**src/rtl/core/hrav_pkg.sv**
```systemverilog
// ----------------------------------------------------------------------------
// hrav_pkg
// Shared widths, constants and types of the Hall tachometer speed averager.
// ----------------------------------------------------------------------------
package hrav_pkg;

  // configuration register indexes
  localparam int CFG_IDX_W = 2;
  localparam logic [CFG_IDX_W-1:0] CFG_MIN_INTERVAL = 2'd0;
  localparam logic [CFG_IDX_W-1:0] CFG_MAX_SPEED    = 2'd1;
  localparam logic [CFG_IDX_W-1:0] CFG_MIN_SPEED    = 2'd2;
  localparam logic [CFG_IDX_W-1:0] CFG_PULSES       = 2'd3;
  localparam int CFG_DATA_W = 20;

  localparam int INTERVAL_CFG_W = 20;
  localparam int SPEED_W        = 16;
  localparam int PPR_W          = 8;
  localparam int TS_W           = 32;

  localparam logic [INTERVAL_CFG_W-1:0] MIN_INTERVAL_RST = 20'd10000;
  localparam logic [SPEED_W-1:0]        MAX_SPEED_RST    = 16'd5000;
  localparam logic [SPEED_W-1:0]        MIN_SPEED_RST    = 16'd50;
  localparam logic [PPR_W-1:0]          PULSES_RST       = 8'd1;

  localparam int AVG_DEPTH_DEF = 4;
  localparam int QUEUE_DEPTH   = 2;

  // shared restoring divider: 26-bit dividend covers one minute in us
  localparam int DIV_NUM_W = 26;
  localparam int DIV_DEN_W = 32;
  localparam logic [DIV_NUM_W-1:0] TICKS_PER_MINUTE = 26'd60000000;

  typedef struct packed {
    logic                 start;
    logic [DIV_NUM_W-1:0] dividend;
    logic [DIV_DEN_W-1:0] divisor;
  } div_req_t;

endpackage

```
**src/rtl/core/hrav_if.sv**
```systemverilog
// ----------------------------------------------------------------------------
// hrav_in_if / hrav_out_if
// Valid/ready channels for Hall polls and averaged speed results.
// ----------------------------------------------------------------------------
interface hrav_in_if;
  logic                        valid;
  logic                        ready;
  logic                        hall_level;
  logic [hrav_pkg::TS_W-1:0]   timestamp_us;

  modport source (output valid, output hall_level, output timestamp_us, input ready);
  modport sink   (input valid, input hall_level, input timestamp_us, output ready);
endinterface

interface hrav_out_if;
  logic                          valid;
  logic                          ready;
  logic [hrav_pkg::SPEED_W-1:0]  speed_rpm;

  modport source (output valid, output speed_rpm, input ready);
  modport sink   (input valid, input speed_rpm, output ready);
endinterface

```
**src/rtl/core/hrav_fifo.sv**
```systemverilog
// ----------------------------------------------------------------------------
// hrav_fifo
// Short register queue of measured edge intervals between front and back.
// ----------------------------------------------------------------------------
module hrav_fifo (
  input  logic                      clk,
  input  logic                      rst_n,
  input  logic                      push_valid,
  output logic                      push_ready,
  input  logic [hrav_pkg::TS_W-1:0] push_data,
  output logic                      pop_valid,
  input  logic                      pop_ready,
  output logic [hrav_pkg::TS_W-1:0] pop_data
);

  localparam int DEPTH = hrav_pkg::QUEUE_DEPTH;
  localparam int PTR_W = (DEPTH > 1) ? $clog2(DEPTH) : 1;
  localparam int CNT_W = $clog2(DEPTH + 1);

  logic [hrav_pkg::TS_W-1:0] mem_r [DEPTH];
  logic [PTR_W-1:0]          wr_ptr_r, rd_ptr_r;
  logic [CNT_W-1:0]          count_r;
  logic                      do_push, do_pop;

  assign push_ready = (count_r != CNT_W'(DEPTH));
  assign pop_valid  = (count_r != '0);
  assign pop_data   = mem_r[rd_ptr_r];
  assign do_push    = push_valid && push_ready;
  assign do_pop     = pop_valid && pop_ready;

  function automatic logic [PTR_W-1:0] ptr_inc(input logic [PTR_W-1:0] p);
    ptr_inc = (p == PTR_W'(DEPTH - 1)) ? '0 : p + 1'b1;
  endfunction

  always_ff @(posedge clk) begin
    if (!rst_n) begin
      wr_ptr_r <= '0;
      rd_ptr_r <= '0;
      count_r  <= '0;
    end else begin
      if (do_push) wr_ptr_r <= ptr_inc(wr_ptr_r);
      if (do_pop)  rd_ptr_r <= ptr_inc(rd_ptr_r);
      if (do_push && !do_pop)      count_r <= count_r + 1'b1;
      else if (do_pop && !do_push) count_r <= count_r - 1'b1;
    end
  end

  always_ff @(posedge clk) begin
    if (do_push) mem_r[wr_ptr_r] <= push_data;
  end

endmodule

```
**src/rtl/core/hrav_front.sv**
```systemverilog
// ----------------------------------------------------------------------------
// hrav_front
// Rising edge detection, first edge capture, interval and debounce check.
// ----------------------------------------------------------------------------
module hrav_front (
  input  logic                                clk,
  input  logic                                rst_n,
  hrav_in_if.sink                             in_ch,
  input  logic [hrav_pkg::INTERVAL_CFG_W-1:0] min_interval,
  output logic                                push_valid,
  input  logic                                push_ready,
  output logic [hrav_pkg::TS_W-1:0]           push_data
);

  logic                      prior_r;
  logic                      await_r;
  logic [hrav_pkg::TS_W-1:0] ref_r;
  logic                      rising, pass, accept;
  logic [hrav_pkg::TS_W-1:0] interval;

  // stall whenever the queue is full, edge or not, to keep poll order
  assign in_ch.ready = push_ready;
  assign accept      = in_ch.valid && push_ready;
  assign rising      = in_ch.hall_level && !prior_r;
  assign interval    = in_ch.timestamp_us - ref_r;
  // zero interval is always bounce
  assign pass        = (interval != '0) &&
                       (interval >= hrav_pkg::TS_W'(min_interval));
  assign push_valid  = in_ch.valid && rising && !await_r && pass;
  assign push_data   = interval;

  always_ff @(posedge clk) begin
    if (!rst_n) begin
      prior_r <= 1'b0;
      await_r <= 1'b1;
      ref_r   <= '0;
    end else if (accept) begin
      prior_r <= in_ch.hall_level;
      if (rising) begin
        if (await_r) begin
          ref_r   <= in_ch.timestamp_us;
          await_r <= 1'b0;
        end else if (pass) begin
          ref_r <= in_ch.timestamp_us;
        end
      end
    end
  end

endmodule

```
**src/rtl/core/hrav_div.sv**
```systemverilog
// ----------------------------------------------------------------------------
// hrav_div
// Restoring divider, one quotient bit per cycle, unsigned.
// ----------------------------------------------------------------------------
module hrav_div (
  input  logic                           clk,
  input  logic                           rst_n,
  input  hrav_pkg::div_req_t             req,
  output logic                           busy,
  output logic [hrav_pkg::DIV_NUM_W-1:0] quotient
);

  localparam int NW    = hrav_pkg::DIV_NUM_W;
  localparam int DW    = hrav_pkg::DIV_DEN_W;
  localparam int CNT_W = $clog2(NW);
  localparam logic [CNT_W-1:0] LAST = CNT_W'(NW - 1);

  logic             busy_r;
  logic [CNT_W-1:0] cnt_r;
  logic [DW-1:0]    rem_r, den_r;
  logic [NW-1:0]    quo_r;
  logic [DW:0]      trial;
  logic [DW+1:0]    diff;
  logic             ge;

  assign trial    = {rem_r, quo_r[NW-1]};
  assign diff     = {1'b0, trial} - {2'b00, den_r};
  assign ge       = !diff[DW+1];
  assign busy     = busy_r;
  assign quotient = quo_r;

  always_ff @(posedge clk) begin
    if (!rst_n) begin
      busy_r <= 1'b0;
      cnt_r  <= '0;
    end else if (req.start) begin
      busy_r <= 1'b1;
      cnt_r  <= LAST;
    end else if (busy_r) begin
      if (cnt_r == '0) busy_r <= 1'b0;
      else             cnt_r  <= cnt_r - 1'b1;
    end
  end

  always_ff @(posedge clk) begin
    if (req.start) begin
      rem_r <= '0;
      quo_r <= req.dividend;
      den_r <= req.divisor;
    end else if (busy_r) begin
      rem_r <= ge ? diff[DW-1:0] : trial[DW-1:0];
      quo_r <= {quo_r[NW-2:0], ge};
    end
  end

endmodule

```
**src/rtl/core/hrav_back.sv**
```systemverilog
// ----------------------------------------------------------------------------
// hrav_back
// Speed computation, limit check, averaging ring and result register.
// ----------------------------------------------------------------------------
module hrav_back #(
  parameter int AVG_DEPTH = hrav_pkg::AVG_DEPTH_DEF
) (
  input  logic                         clk,
  input  logic                         rst_n,
  input  logic                         pop_valid,
  output logic                         pop_ready,
  input  logic [hrav_pkg::TS_W-1:0]    pop_data,
  input  logic [hrav_pkg::SPEED_W-1:0] max_speed,
  input  logic [hrav_pkg::SPEED_W-1:0] min_speed,
  input  logic [hrav_pkg::PPR_W-1:0]   pulses,
  hrav_out_if.source                   out_ch
);

  localparam int SW     = hrav_pkg::SPEED_W;
  localparam int NW     = hrav_pkg::DIV_NUM_W;
  localparam int DW     = hrav_pkg::DIV_DEN_W;
  localparam int SUM_W  = SW + $clog2(AVG_DEPTH);
  localparam int CNT_W  = $clog2(AVG_DEPTH + 1);
  localparam int SLOT_W = (AVG_DEPTH > 1) ? $clog2(AVG_DEPTH) : 1;
  localparam int PPR_W_LOC = hrav_pkg::PPR_W;

  localparam logic [2:0] S_IDLE = 3'd0;
  localparam logic [2:0] S_TICK = 3'd1;
  localparam logic [2:0] S_PPR  = 3'd2;
  localparam logic [2:0] S_MEAN = 3'd3;

  logic [2:0]        state_r, state_nxt;
  logic [SW-1:0]     ring_r [AVG_DEPTH];
  logic [SLOT_W-1:0] slot_r;
  logic [CNT_W-1:0]  count_r, count_nxt;
  logic [SUM_W-1:0]  sum_r, sum_nxt;
  logic              out_valid_r;
  logic [SW-1:0]     out_speed_r;

  hrav_pkg::div_req_t     req;
  logic                   div_busy;
  logic [NW-1:0]          div_quo;
  logic [PPR_W_LOC-1:0]   ppr_eff;
  logic                   in_range, out_free, load_out, commit;

  hrav_div u_div (
    .clk      (clk),
    .rst_n    (rst_n),
    .req      (req),
    .busy     (div_busy),
    .quotient (div_quo)
  );

  assign ppr_eff   = (pulses == '0) ? PPR_W_LOC'(1) : pulses;
  assign in_range  = (div_quo <= NW'(max_speed)) && (div_quo >= NW'(min_speed));
  assign out_free  = !out_valid_r || out_ch.ready;
  assign pop_ready = (state_r == S_IDLE);

  // unfilled ring entries are zero, so a running sum matches the filled-entry sum
  assign sum_nxt   = sum_r - SUM_W'(ring_r[slot_r]) + SUM_W'(div_quo[SW-1:0]);
  assign count_nxt = (count_r == CNT_W'(AVG_DEPTH)) ? count_r : count_r + 1'b1;
  assign commit    = (state_r == S_PPR) && !div_busy && in_range;
  assign load_out  = (state_r == S_MEAN) && !div_busy && out_free;

  always_comb begin
    state_nxt    = state_r;
    req.start    = 1'b0;
    req.dividend = hrav_pkg::TICKS_PER_MINUTE;
    req.divisor  = pop_data;
    unique case (state_r)
      S_IDLE: begin
        if (pop_valid) begin
          req.start = 1'b1;
          state_nxt = S_TICK;
        end
      end
      S_TICK: begin
        req.dividend = div_quo;
        req.divisor  = DW'(ppr_eff);
        if (!div_busy) begin
          req.start = 1'b1;
          state_nxt = S_PPR;
        end
      end
      S_PPR: begin
        req.dividend = NW'(sum_nxt);
        req.divisor  = DW'(count_nxt);
        if (!div_busy) begin
          req.start = in_range;
          state_nxt = in_range ? S_MEAN : S_IDLE;
        end
      end
      S_MEAN: begin
        if (load_out) state_nxt = S_IDLE;
      end
      default: state_nxt = S_IDLE;
    endcase
  end

  always_ff @(posedge clk) begin
    if (!rst_n) begin
      state_r     <= S_IDLE;
      slot_r      <= '0;
      count_r     <= '0;
      sum_r       <= '0;
      out_valid_r <= 1'b0;
      for (int i = 0; i < AVG_DEPTH; i++) ring_r[i] <= '0;
    end else begin
      state_r <= state_nxt;
      if (commit) begin
        ring_r[slot_r] <= div_quo[SW-1:0];
        slot_r  <= (slot_r == SLOT_W'(AVG_DEPTH - 1)) ? '0 : slot_r + 1'b1;
        count_r <= count_nxt;
        sum_r   <= sum_nxt;
      end
      if (load_out)          out_valid_r <= 1'b1;
      else if (out_ch.ready) out_valid_r <= 1'b0;
    end
  end

  always_ff @(posedge clk) begin
    if (load_out) out_speed_r <= div_quo[SW-1:0];
  end

  assign out_ch.valid     = out_valid_r;
  assign out_ch.speed_rpm = out_speed_r;

endmodule

```
**src/rtl/core/hall_tachometer_rpm_average.sv**
```systemverilog
// ----------------------------------------------------------------------------
// hall_tachometer_rpm_average
// Hall sensor tachometer: edge interval to rpm, moving average of speeds.
// ----------------------------------------------------------------------------
// channel  dir  handshake     payload
// in_ch    in   valid/ready   hall_level, timestamp_us
// out_ch   out  valid/ready   speed_rpm
// cfg_*    in   cfg_we        cfg_index, cfg_wdata
//
// Polls transfer one per cycle while the two-entry interval queue has room.
// Each queued interval that makes a result takes three passes of the shared
// 26-step divider (minute/interval, /pulses, sum/count); two when the speed
// is dropped. The back end pops the next interval only once back in idle.
// Synchronous active-low reset; no clearing pass. The back end stalls only in
// its last step when the result register is still held by out_ch.
// ----------------------------------------------------------------------------
module hall_tachometer_rpm_average #(
  parameter int AVG_DEPTH = hrav_pkg::AVG_DEPTH_DEF
) (
  input  logic                              clk,
  input  logic                              rst_n,
  hrav_in_if.sink                           in_ch,
  hrav_out_if.source                        out_ch,
  input  logic                              cfg_we,
  input  logic [hrav_pkg::CFG_IDX_W-1:0]    cfg_index,
  input  logic [hrav_pkg::CFG_DATA_W-1:0]   cfg_wdata
);

  logic [hrav_pkg::INTERVAL_CFG_W-1:0] min_interval_r;
  logic [hrav_pkg::SPEED_W-1:0]        max_speed_r, min_speed_r;
  logic [hrav_pkg::PPR_W-1:0]          pulses_r;

  logic                      push_valid, push_ready, pop_valid, pop_ready;
  logic [hrav_pkg::TS_W-1:0] push_data, pop_data;

  always_ff @(posedge clk) begin
    if (!rst_n) begin
      min_interval_r <= hrav_pkg::MIN_INTERVAL_RST;
      max_speed_r    <= hrav_pkg::MAX_SPEED_RST;
      min_speed_r    <= hrav_pkg::MIN_SPEED_RST;
      pulses_r       <= hrav_pkg::PULSES_RST;
    end else if (cfg_we) begin
      unique case (cfg_index)
        hrav_pkg::CFG_MIN_INTERVAL: min_interval_r <= cfg_wdata;
        hrav_pkg::CFG_MAX_SPEED:    max_speed_r <= cfg_wdata[hrav_pkg::SPEED_W-1:0];
        hrav_pkg::CFG_MIN_SPEED:    min_speed_r <= cfg_wdata[hrav_pkg::SPEED_W-1:0];
        hrav_pkg::CFG_PULSES:       pulses_r    <= cfg_wdata[hrav_pkg::PPR_W-1:0];
        default: ;
      endcase
    end
  end

  hrav_front u_front (
    .clk          (clk),
    .rst_n        (rst_n),
    .in_ch        (in_ch),
    .min_interval (min_interval_r),
    .push_valid   (push_valid),
    .push_ready   (push_ready),
    .push_data    (push_data)
  );

  hrav_fifo u_fifo (
    .clk        (clk),
    .rst_n      (rst_n),
    .push_valid (push_valid),
    .push_ready (push_ready),
    .push_data  (push_data),
    .pop_valid  (pop_valid),
    .pop_ready  (pop_ready),
    .pop_data   (pop_data)
  );

  hrav_back #(
    .AVG_DEPTH (AVG_DEPTH)
  ) u_back (
    .clk       (clk),
    .rst_n     (rst_n),
    .pop_valid (pop_valid),
    .pop_ready (pop_ready),
    .pop_data  (pop_data),
    .max_speed (max_speed_r),
    .min_speed (min_speed_r),
    .pulses    (pulses_r),
    .out_ch    (out_ch)
  );

endmodule
```
**src/flat_wrapper.sv**
```systemverilog
// flat-port wrapper written by rule: the top's interface ports become plain ports
module hall_tachometer_rpm_average_flat 
#(
  parameter int AVG_DEPTH = hrav_pkg::AVG_DEPTH_DEF
)
  (clk, rst_n, cfg_we, cfg_index, cfg_wdata, in_ch_valid, in_ch_hall_level, in_ch_timestamp_us, in_ch_ready, out_ch_valid, out_ch_speed_rpm, out_ch_ready);
  hrav_in_if in_ch_i ();
  hrav_out_if out_ch_i ();
  input  logic clk;
  input  logic rst_n;
  input  logic cfg_we;
  input  logic [hrav_pkg::CFG_IDX_W-1:0] cfg_index;
  input  logic [hrav_pkg::CFG_DATA_W-1:0] cfg_wdata;
  input wire logic [$bits(in_ch_i.valid)-1:0] in_ch_valid;
  input wire logic [$bits(in_ch_i.hall_level)-1:0] in_ch_hall_level;
  input wire logic [$bits(in_ch_i.timestamp_us)-1:0] in_ch_timestamp_us;
  output wire logic [$bits(in_ch_i.ready)-1:0] in_ch_ready;
  output wire logic [$bits(out_ch_i.valid)-1:0] out_ch_valid;
  output wire logic [$bits(out_ch_i.speed_rpm)-1:0] out_ch_speed_rpm;
  input wire logic [$bits(out_ch_i.ready)-1:0] out_ch_ready;
  assign in_ch_i.valid = in_ch_valid;
  assign in_ch_i.hall_level = in_ch_hall_level;
  assign in_ch_i.timestamp_us = in_ch_timestamp_us;
  assign in_ch_ready = in_ch_i.ready;
  assign out_ch_valid = out_ch_i.valid;
  assign out_ch_speed_rpm = out_ch_i.speed_rpm;
  assign out_ch_i.ready = out_ch_ready;
  hall_tachometer_rpm_average #(.AVG_DEPTH(AVG_DEPTH)) u_core (.clk(clk), .rst_n(rst_n), .in_ch(in_ch_i), .out_ch(out_ch_i), .cfg_we(cfg_we), .cfg_index(cfg_index), .cfg_wdata(cfg_wdata));
endmodule
```
**config.mk**
```make
export PLATFORM = sky130hd
export DESIGN_NAME = hall_tachometer_rpm_average_flat
export DESIGN_NICKNAME = d
export VERILOG_FILES = /design/src/rtl/core/hrav_pkg.sv /design/src/rtl/core/hrav_if.sv /design/src/rtl/core/hrav_fifo.sv /design/src/rtl/core/hrav_front.sv /design/src/rtl/core/hrav_div.sv /design/src/rtl/core/hrav_back.sv /design/src/rtl/core/hall_tachometer_rpm_average.sv /design/src/flat_wrapper.sv
export SDC_FILE = /design/constraint.sdc
export NUM_CORES = 1
export LEC_CHECK = 0
export BUFFER_PORTS_ARGS = -buffer_cell sky130_fd_sc_hd__buf_4
export CORE_MARGIN = 5
export CORE_UTILIZATION = 30
export CTS_CLUSTER_SIZE = 24
export DETAILED_ROUTE_END_ITERATION = 10
export GPL_TIMING_DRIVEN = 1
export PLACE_DENSITY_LB_ADDON = 0.1
export SLEW_MARGIN = 20
export SYNTH_ARGS = -nofsm -noshare
export SYNTH_HDL_FRONTEND = slang
export SYNTH_SLANG_ARGS = --single-unit
```
**constraint.sdc**
```tcl
create_clock -name clk -period 11.25 [get_ports clk]
set_input_delay 2.25 -clock clk [delete_from_list [all_inputs] [get_ports clk]]
set_output_delay 2.25 -clock clk [all_outputs]
set_load 0.02 [all_outputs]
```
==> impl_metrics.yaml <==
sta:
  worst_slew_margin_rel: 0.2770
  tightestPinTransition_ps: 1085
  finalHoldViolations: 0
  fin_crit_sh: 0.6078
  finalHoldWorstSlack_ps: 452.6
  postLayoutSetupSlackWorst_ps: 4412
  finalSetupViolCount: 0
  period_minus_slack_ps: 6838
  fin_setup_tns_ps: 0
  final.setup_skew_ps: 36.61
  setup_repair_after_global_routing_missed_its_margin: "no"
  timing.final.max_slew_violations: 0
  max_freq_ghz: 0.1462
route:
  routedWlPerCell_um: 18.46
  firstDrtPassIters: 5
  drc: 0
  detailedRoute.firstIterationViolations: 1048
  route.vias.total: 16660
  routed_via_density: 5.073
  postRouteAntennaNets: 0
  route.final.wire_length_mm: 60.63
cells_and_area:
  stdcell_count: 3284
  antenna_cells_inserted: 0
  area_growth_syn_to_layout_pct: 13.74
  post_route_cells_drive_above_1_share: 0.09386
  layout.filler_cells: 7214
  nNetsFinal: 2528
  final_core_util: 0.3454
synth:
  asr_flop_ratio_synth: 0
  yosysWarnings: 0
  synth_top_flop_cell: "edfxtp_1"
  synth.yosys.seq_area_share: 0.4391
  synthesis.instances: 2279
  synth-edff-count: 202
  syn_avg_cell_area_um2: 9.363
  synth_seq_cells: 367
  syn-num-nets: 2500
  synth_cell_types: 83
  netlist_area_um2: 21340
die:
  die_h_um: 276.7
  fp.dieArea_um2: 76570
  dieWidth_um: 276.7
  top_level_ports: 78
  floorplan.initialDensity: 0.3037
  std_cell_rows: 97
  fp.coreArea_um2: 70270
clock_tree:
  cts_resized: 0
  clk_latency_ps: 600
  postCtsSetupBuffers: 0
  cts_sinks: 367
  cts.reportedPaths.clkPinSlew_ps: 60
  cts_inserted_buffers: 46
  ctsRootBufferMaster: "clkbuf_16"
  cts-htree-levels: 2
  clock_tree_from_tritoncts: "yes"
  cts.path.max_buffers: 3
  cts-hold-fix-buffers: 0
power:
  cellLeakagePower_nw: 9.096
  vdd_drop_max_mv: 0.1265
  power_density_nw_per_um2: 245.3
hold_path:
  hold_path_class: "reg2reg"
global_route:
  grt_first_pass_wirelength_mm: 94.94
  grt_busiest_layer: "met2"
  globalRouteTotalUtil: 0.1529
  grt_pass1_vias: 16500
  grt_util_met2: 0.2408
  grt_antenna_before_repair: 0
  grt_max_degree: 94
  gr-usage-met1: 0.2228
  use_met3: 0.02335
  grt-ovfl-total: 0
setup_path:
  timing.critical_path.slowest_stage_cell: "buf_4"
  r2r_setup_slack_ps: 5890
  worst_setup_path_start_kind: "input port"
  worst-setup-path-type: "in2reg"
  worstPathRequired_ps: 11520
  arrival_ps: 7110
  maximum_cell_stage_delay_along_the_critical_path_ps: 530
  worst_setup_path_end_kind: "flop"
  critical_path.cell_chain: "buf_4, inv_1, ha_1, inv_1, fa_1, a211oi_2, o21ai_0, a211oi_1, inv_1, ha_1, a2111o_1, a31oi_1, o21ai_0, a221o_1, a2111oi_0, o21ai_0, a31oi_1, and4b_2, buf_4, nor4_2, buf_4"
  crit_path_max_fanout: 65
run:
  maxCapViolCount: 0
placed_design:
  gp_routability_congestion: 0.8115
  post-place-ws_ps: 3730
  placed_cells: 3199
  dp_hpwl_mm: 42.32
  port_buffers: 77
outcome:
  outcome: "finished clean"
-- worst max-delay path: cells and delay by family --
kind                     cells  cell delay (ps)
AO/OA/AOI/OAI               10             2510
buffers and inverters        6             1210
adder cells (fa/ha/maj)      3              800
AND/OR/NAND/NOR              2              300
-- where the power goes --
group,switching (mW),internal (mW)
clock,0.612,0.815
sequential,0.231,1.76
combinational,1.58,0.956
total,2.42,3.53
-- registers in the layout, indices dropped and copies added, names as in the netlist, 18 cells and up, named ones only --
signal	flops
u_core.u_back.sum_r	18
u_core.u_back.u_div.quotient	26
u_core.u_fifo.mem_r	64
u_core.u_back.u_div.den_r	32
u_core.min_interval_r	20
u_core.u_back.u_div.rem_r	32
u_core.u_front.ref_r	32
u_core.u_back.ring_r	64
-- worst paths after layout --
check | startpoint | endpoint | cells after the start
hold / removal | u_core.u_back.sum_r[12] | u_core.u_back.sum_r[12] | 2
setup / recovery | in_ch_timestamp_us[0] | u_core.u_fifo.mem_r[0][24] | 21
setup reg to reg | u_core.u_front.ref_r[0] | u_core.u_fifo.mem_r[0][24] | 19
hold reg to reg | u_core.u_back.sum_r[12] | u_core.u_back.sum_r[12] | 2
-- area by class of cell --
cell class	count	area (um2)	share of cell area
clock buffers	53	1199	0.04939
well taps	940	1176	0.04846
clock inverters	32	256.5	0.01057
inverters	212	798.3	0.03289
repair buffers	103	773.2	0.03186
flip-flops and latches	367	9373	0.3862
multi-input cells	1577	10700	0.4407
-- metrics by stage --
| stage | area (um2) | total power [mW] |
|---|---|---|
| after floorplan | 21340 | 3.809 |
| after global placement | 22820 | 4.549 |
| after detailed placement | 22820 | 4.554 |
| after CTS | 24270 | 6.037 |
| after global routing | 24270 | 6.430 |
| final | 24270 | 5.953 |
-- Yosys cell counts, types with 19 or more instances --
cell type | n | share of area
dfxtp_1 | 165 | 0.15
a211oi_1 | 33 | 0.012
a21o_1 | 46 | 0.016
a41oi_1 | 30 | 0.012
nor2_1 | 177 | 0.031
ha_1 | 143 | 0.084
clkbuf_1 | 98 | 0.017
xnor2_1 | 33 | 0.014
inv_1 | 210 | 0.037
nand4b_1 | 34 | 0.014
o21a_1 | 19 | 0.0067
nor3_1 | 52 | 0.012
a31oi_1 | 22 | 0.0064
o211ai_1 | 54 | 0.019
nand3_1 | 75 | 0.018
or3_1 | 20 | 0.0059
o21ai_0 | 87 | 0.020
nand4_1 | 23 | 0.0067
edfxtp_1 | 202 | 0.28
xor2_1 | 31 | 0.013
a21oi_1 | 165 | 0.039
mux2i_1 | 39 | 0.018
nand2_1 | 259 | 0.046
-- metal layers --
metal / up-vias / share of wire / routed length, um
li1: 8275 / - / -
met1: 8040 / 0.50 / 30190
met2: 268 / 0.44 / 26930
met3: 78 / 0.038 / 2285
met4: 0 / 0.020 / 1225
met5: - / 0 / 0
-- logic make-up after synthesis --
| logic type | synth area share |
|---|---|
| xor gates and xnor gates | 0.02627 |
| muxes | 0.03676 |
| adders and majority gates | 0.1007 |
| AOI/OAI and AO/OA | 0.1697 |
| buffers and inverters | 0.06127 |
| DFF | 0.4391 |
| and+or+nand+nor | 0.1662 |
-- placed cells by master (no fill, tap or decap), types with 33 or more instances in the layout --
master,netlist,final
xnor2_1,33,33
nand4b_1,34,34
a21oi_1,165,165
o211ai_1,54,54
nand3_1,75,75
dfxtp_1,165,162
nor2_1,177,177
buf_4,0,103
edfxtp_1,202,202
clkbuf_16,0,47
a21o_1,46,46
inv_1,210,209
a211oi_1,33,33
ha_1,143,143
o21ai_0,87,84
mux2i_1,39,39
nand2_1,259,259
nor3_1,52,52
Note: power is estimated with default switching activity, not from simulation.
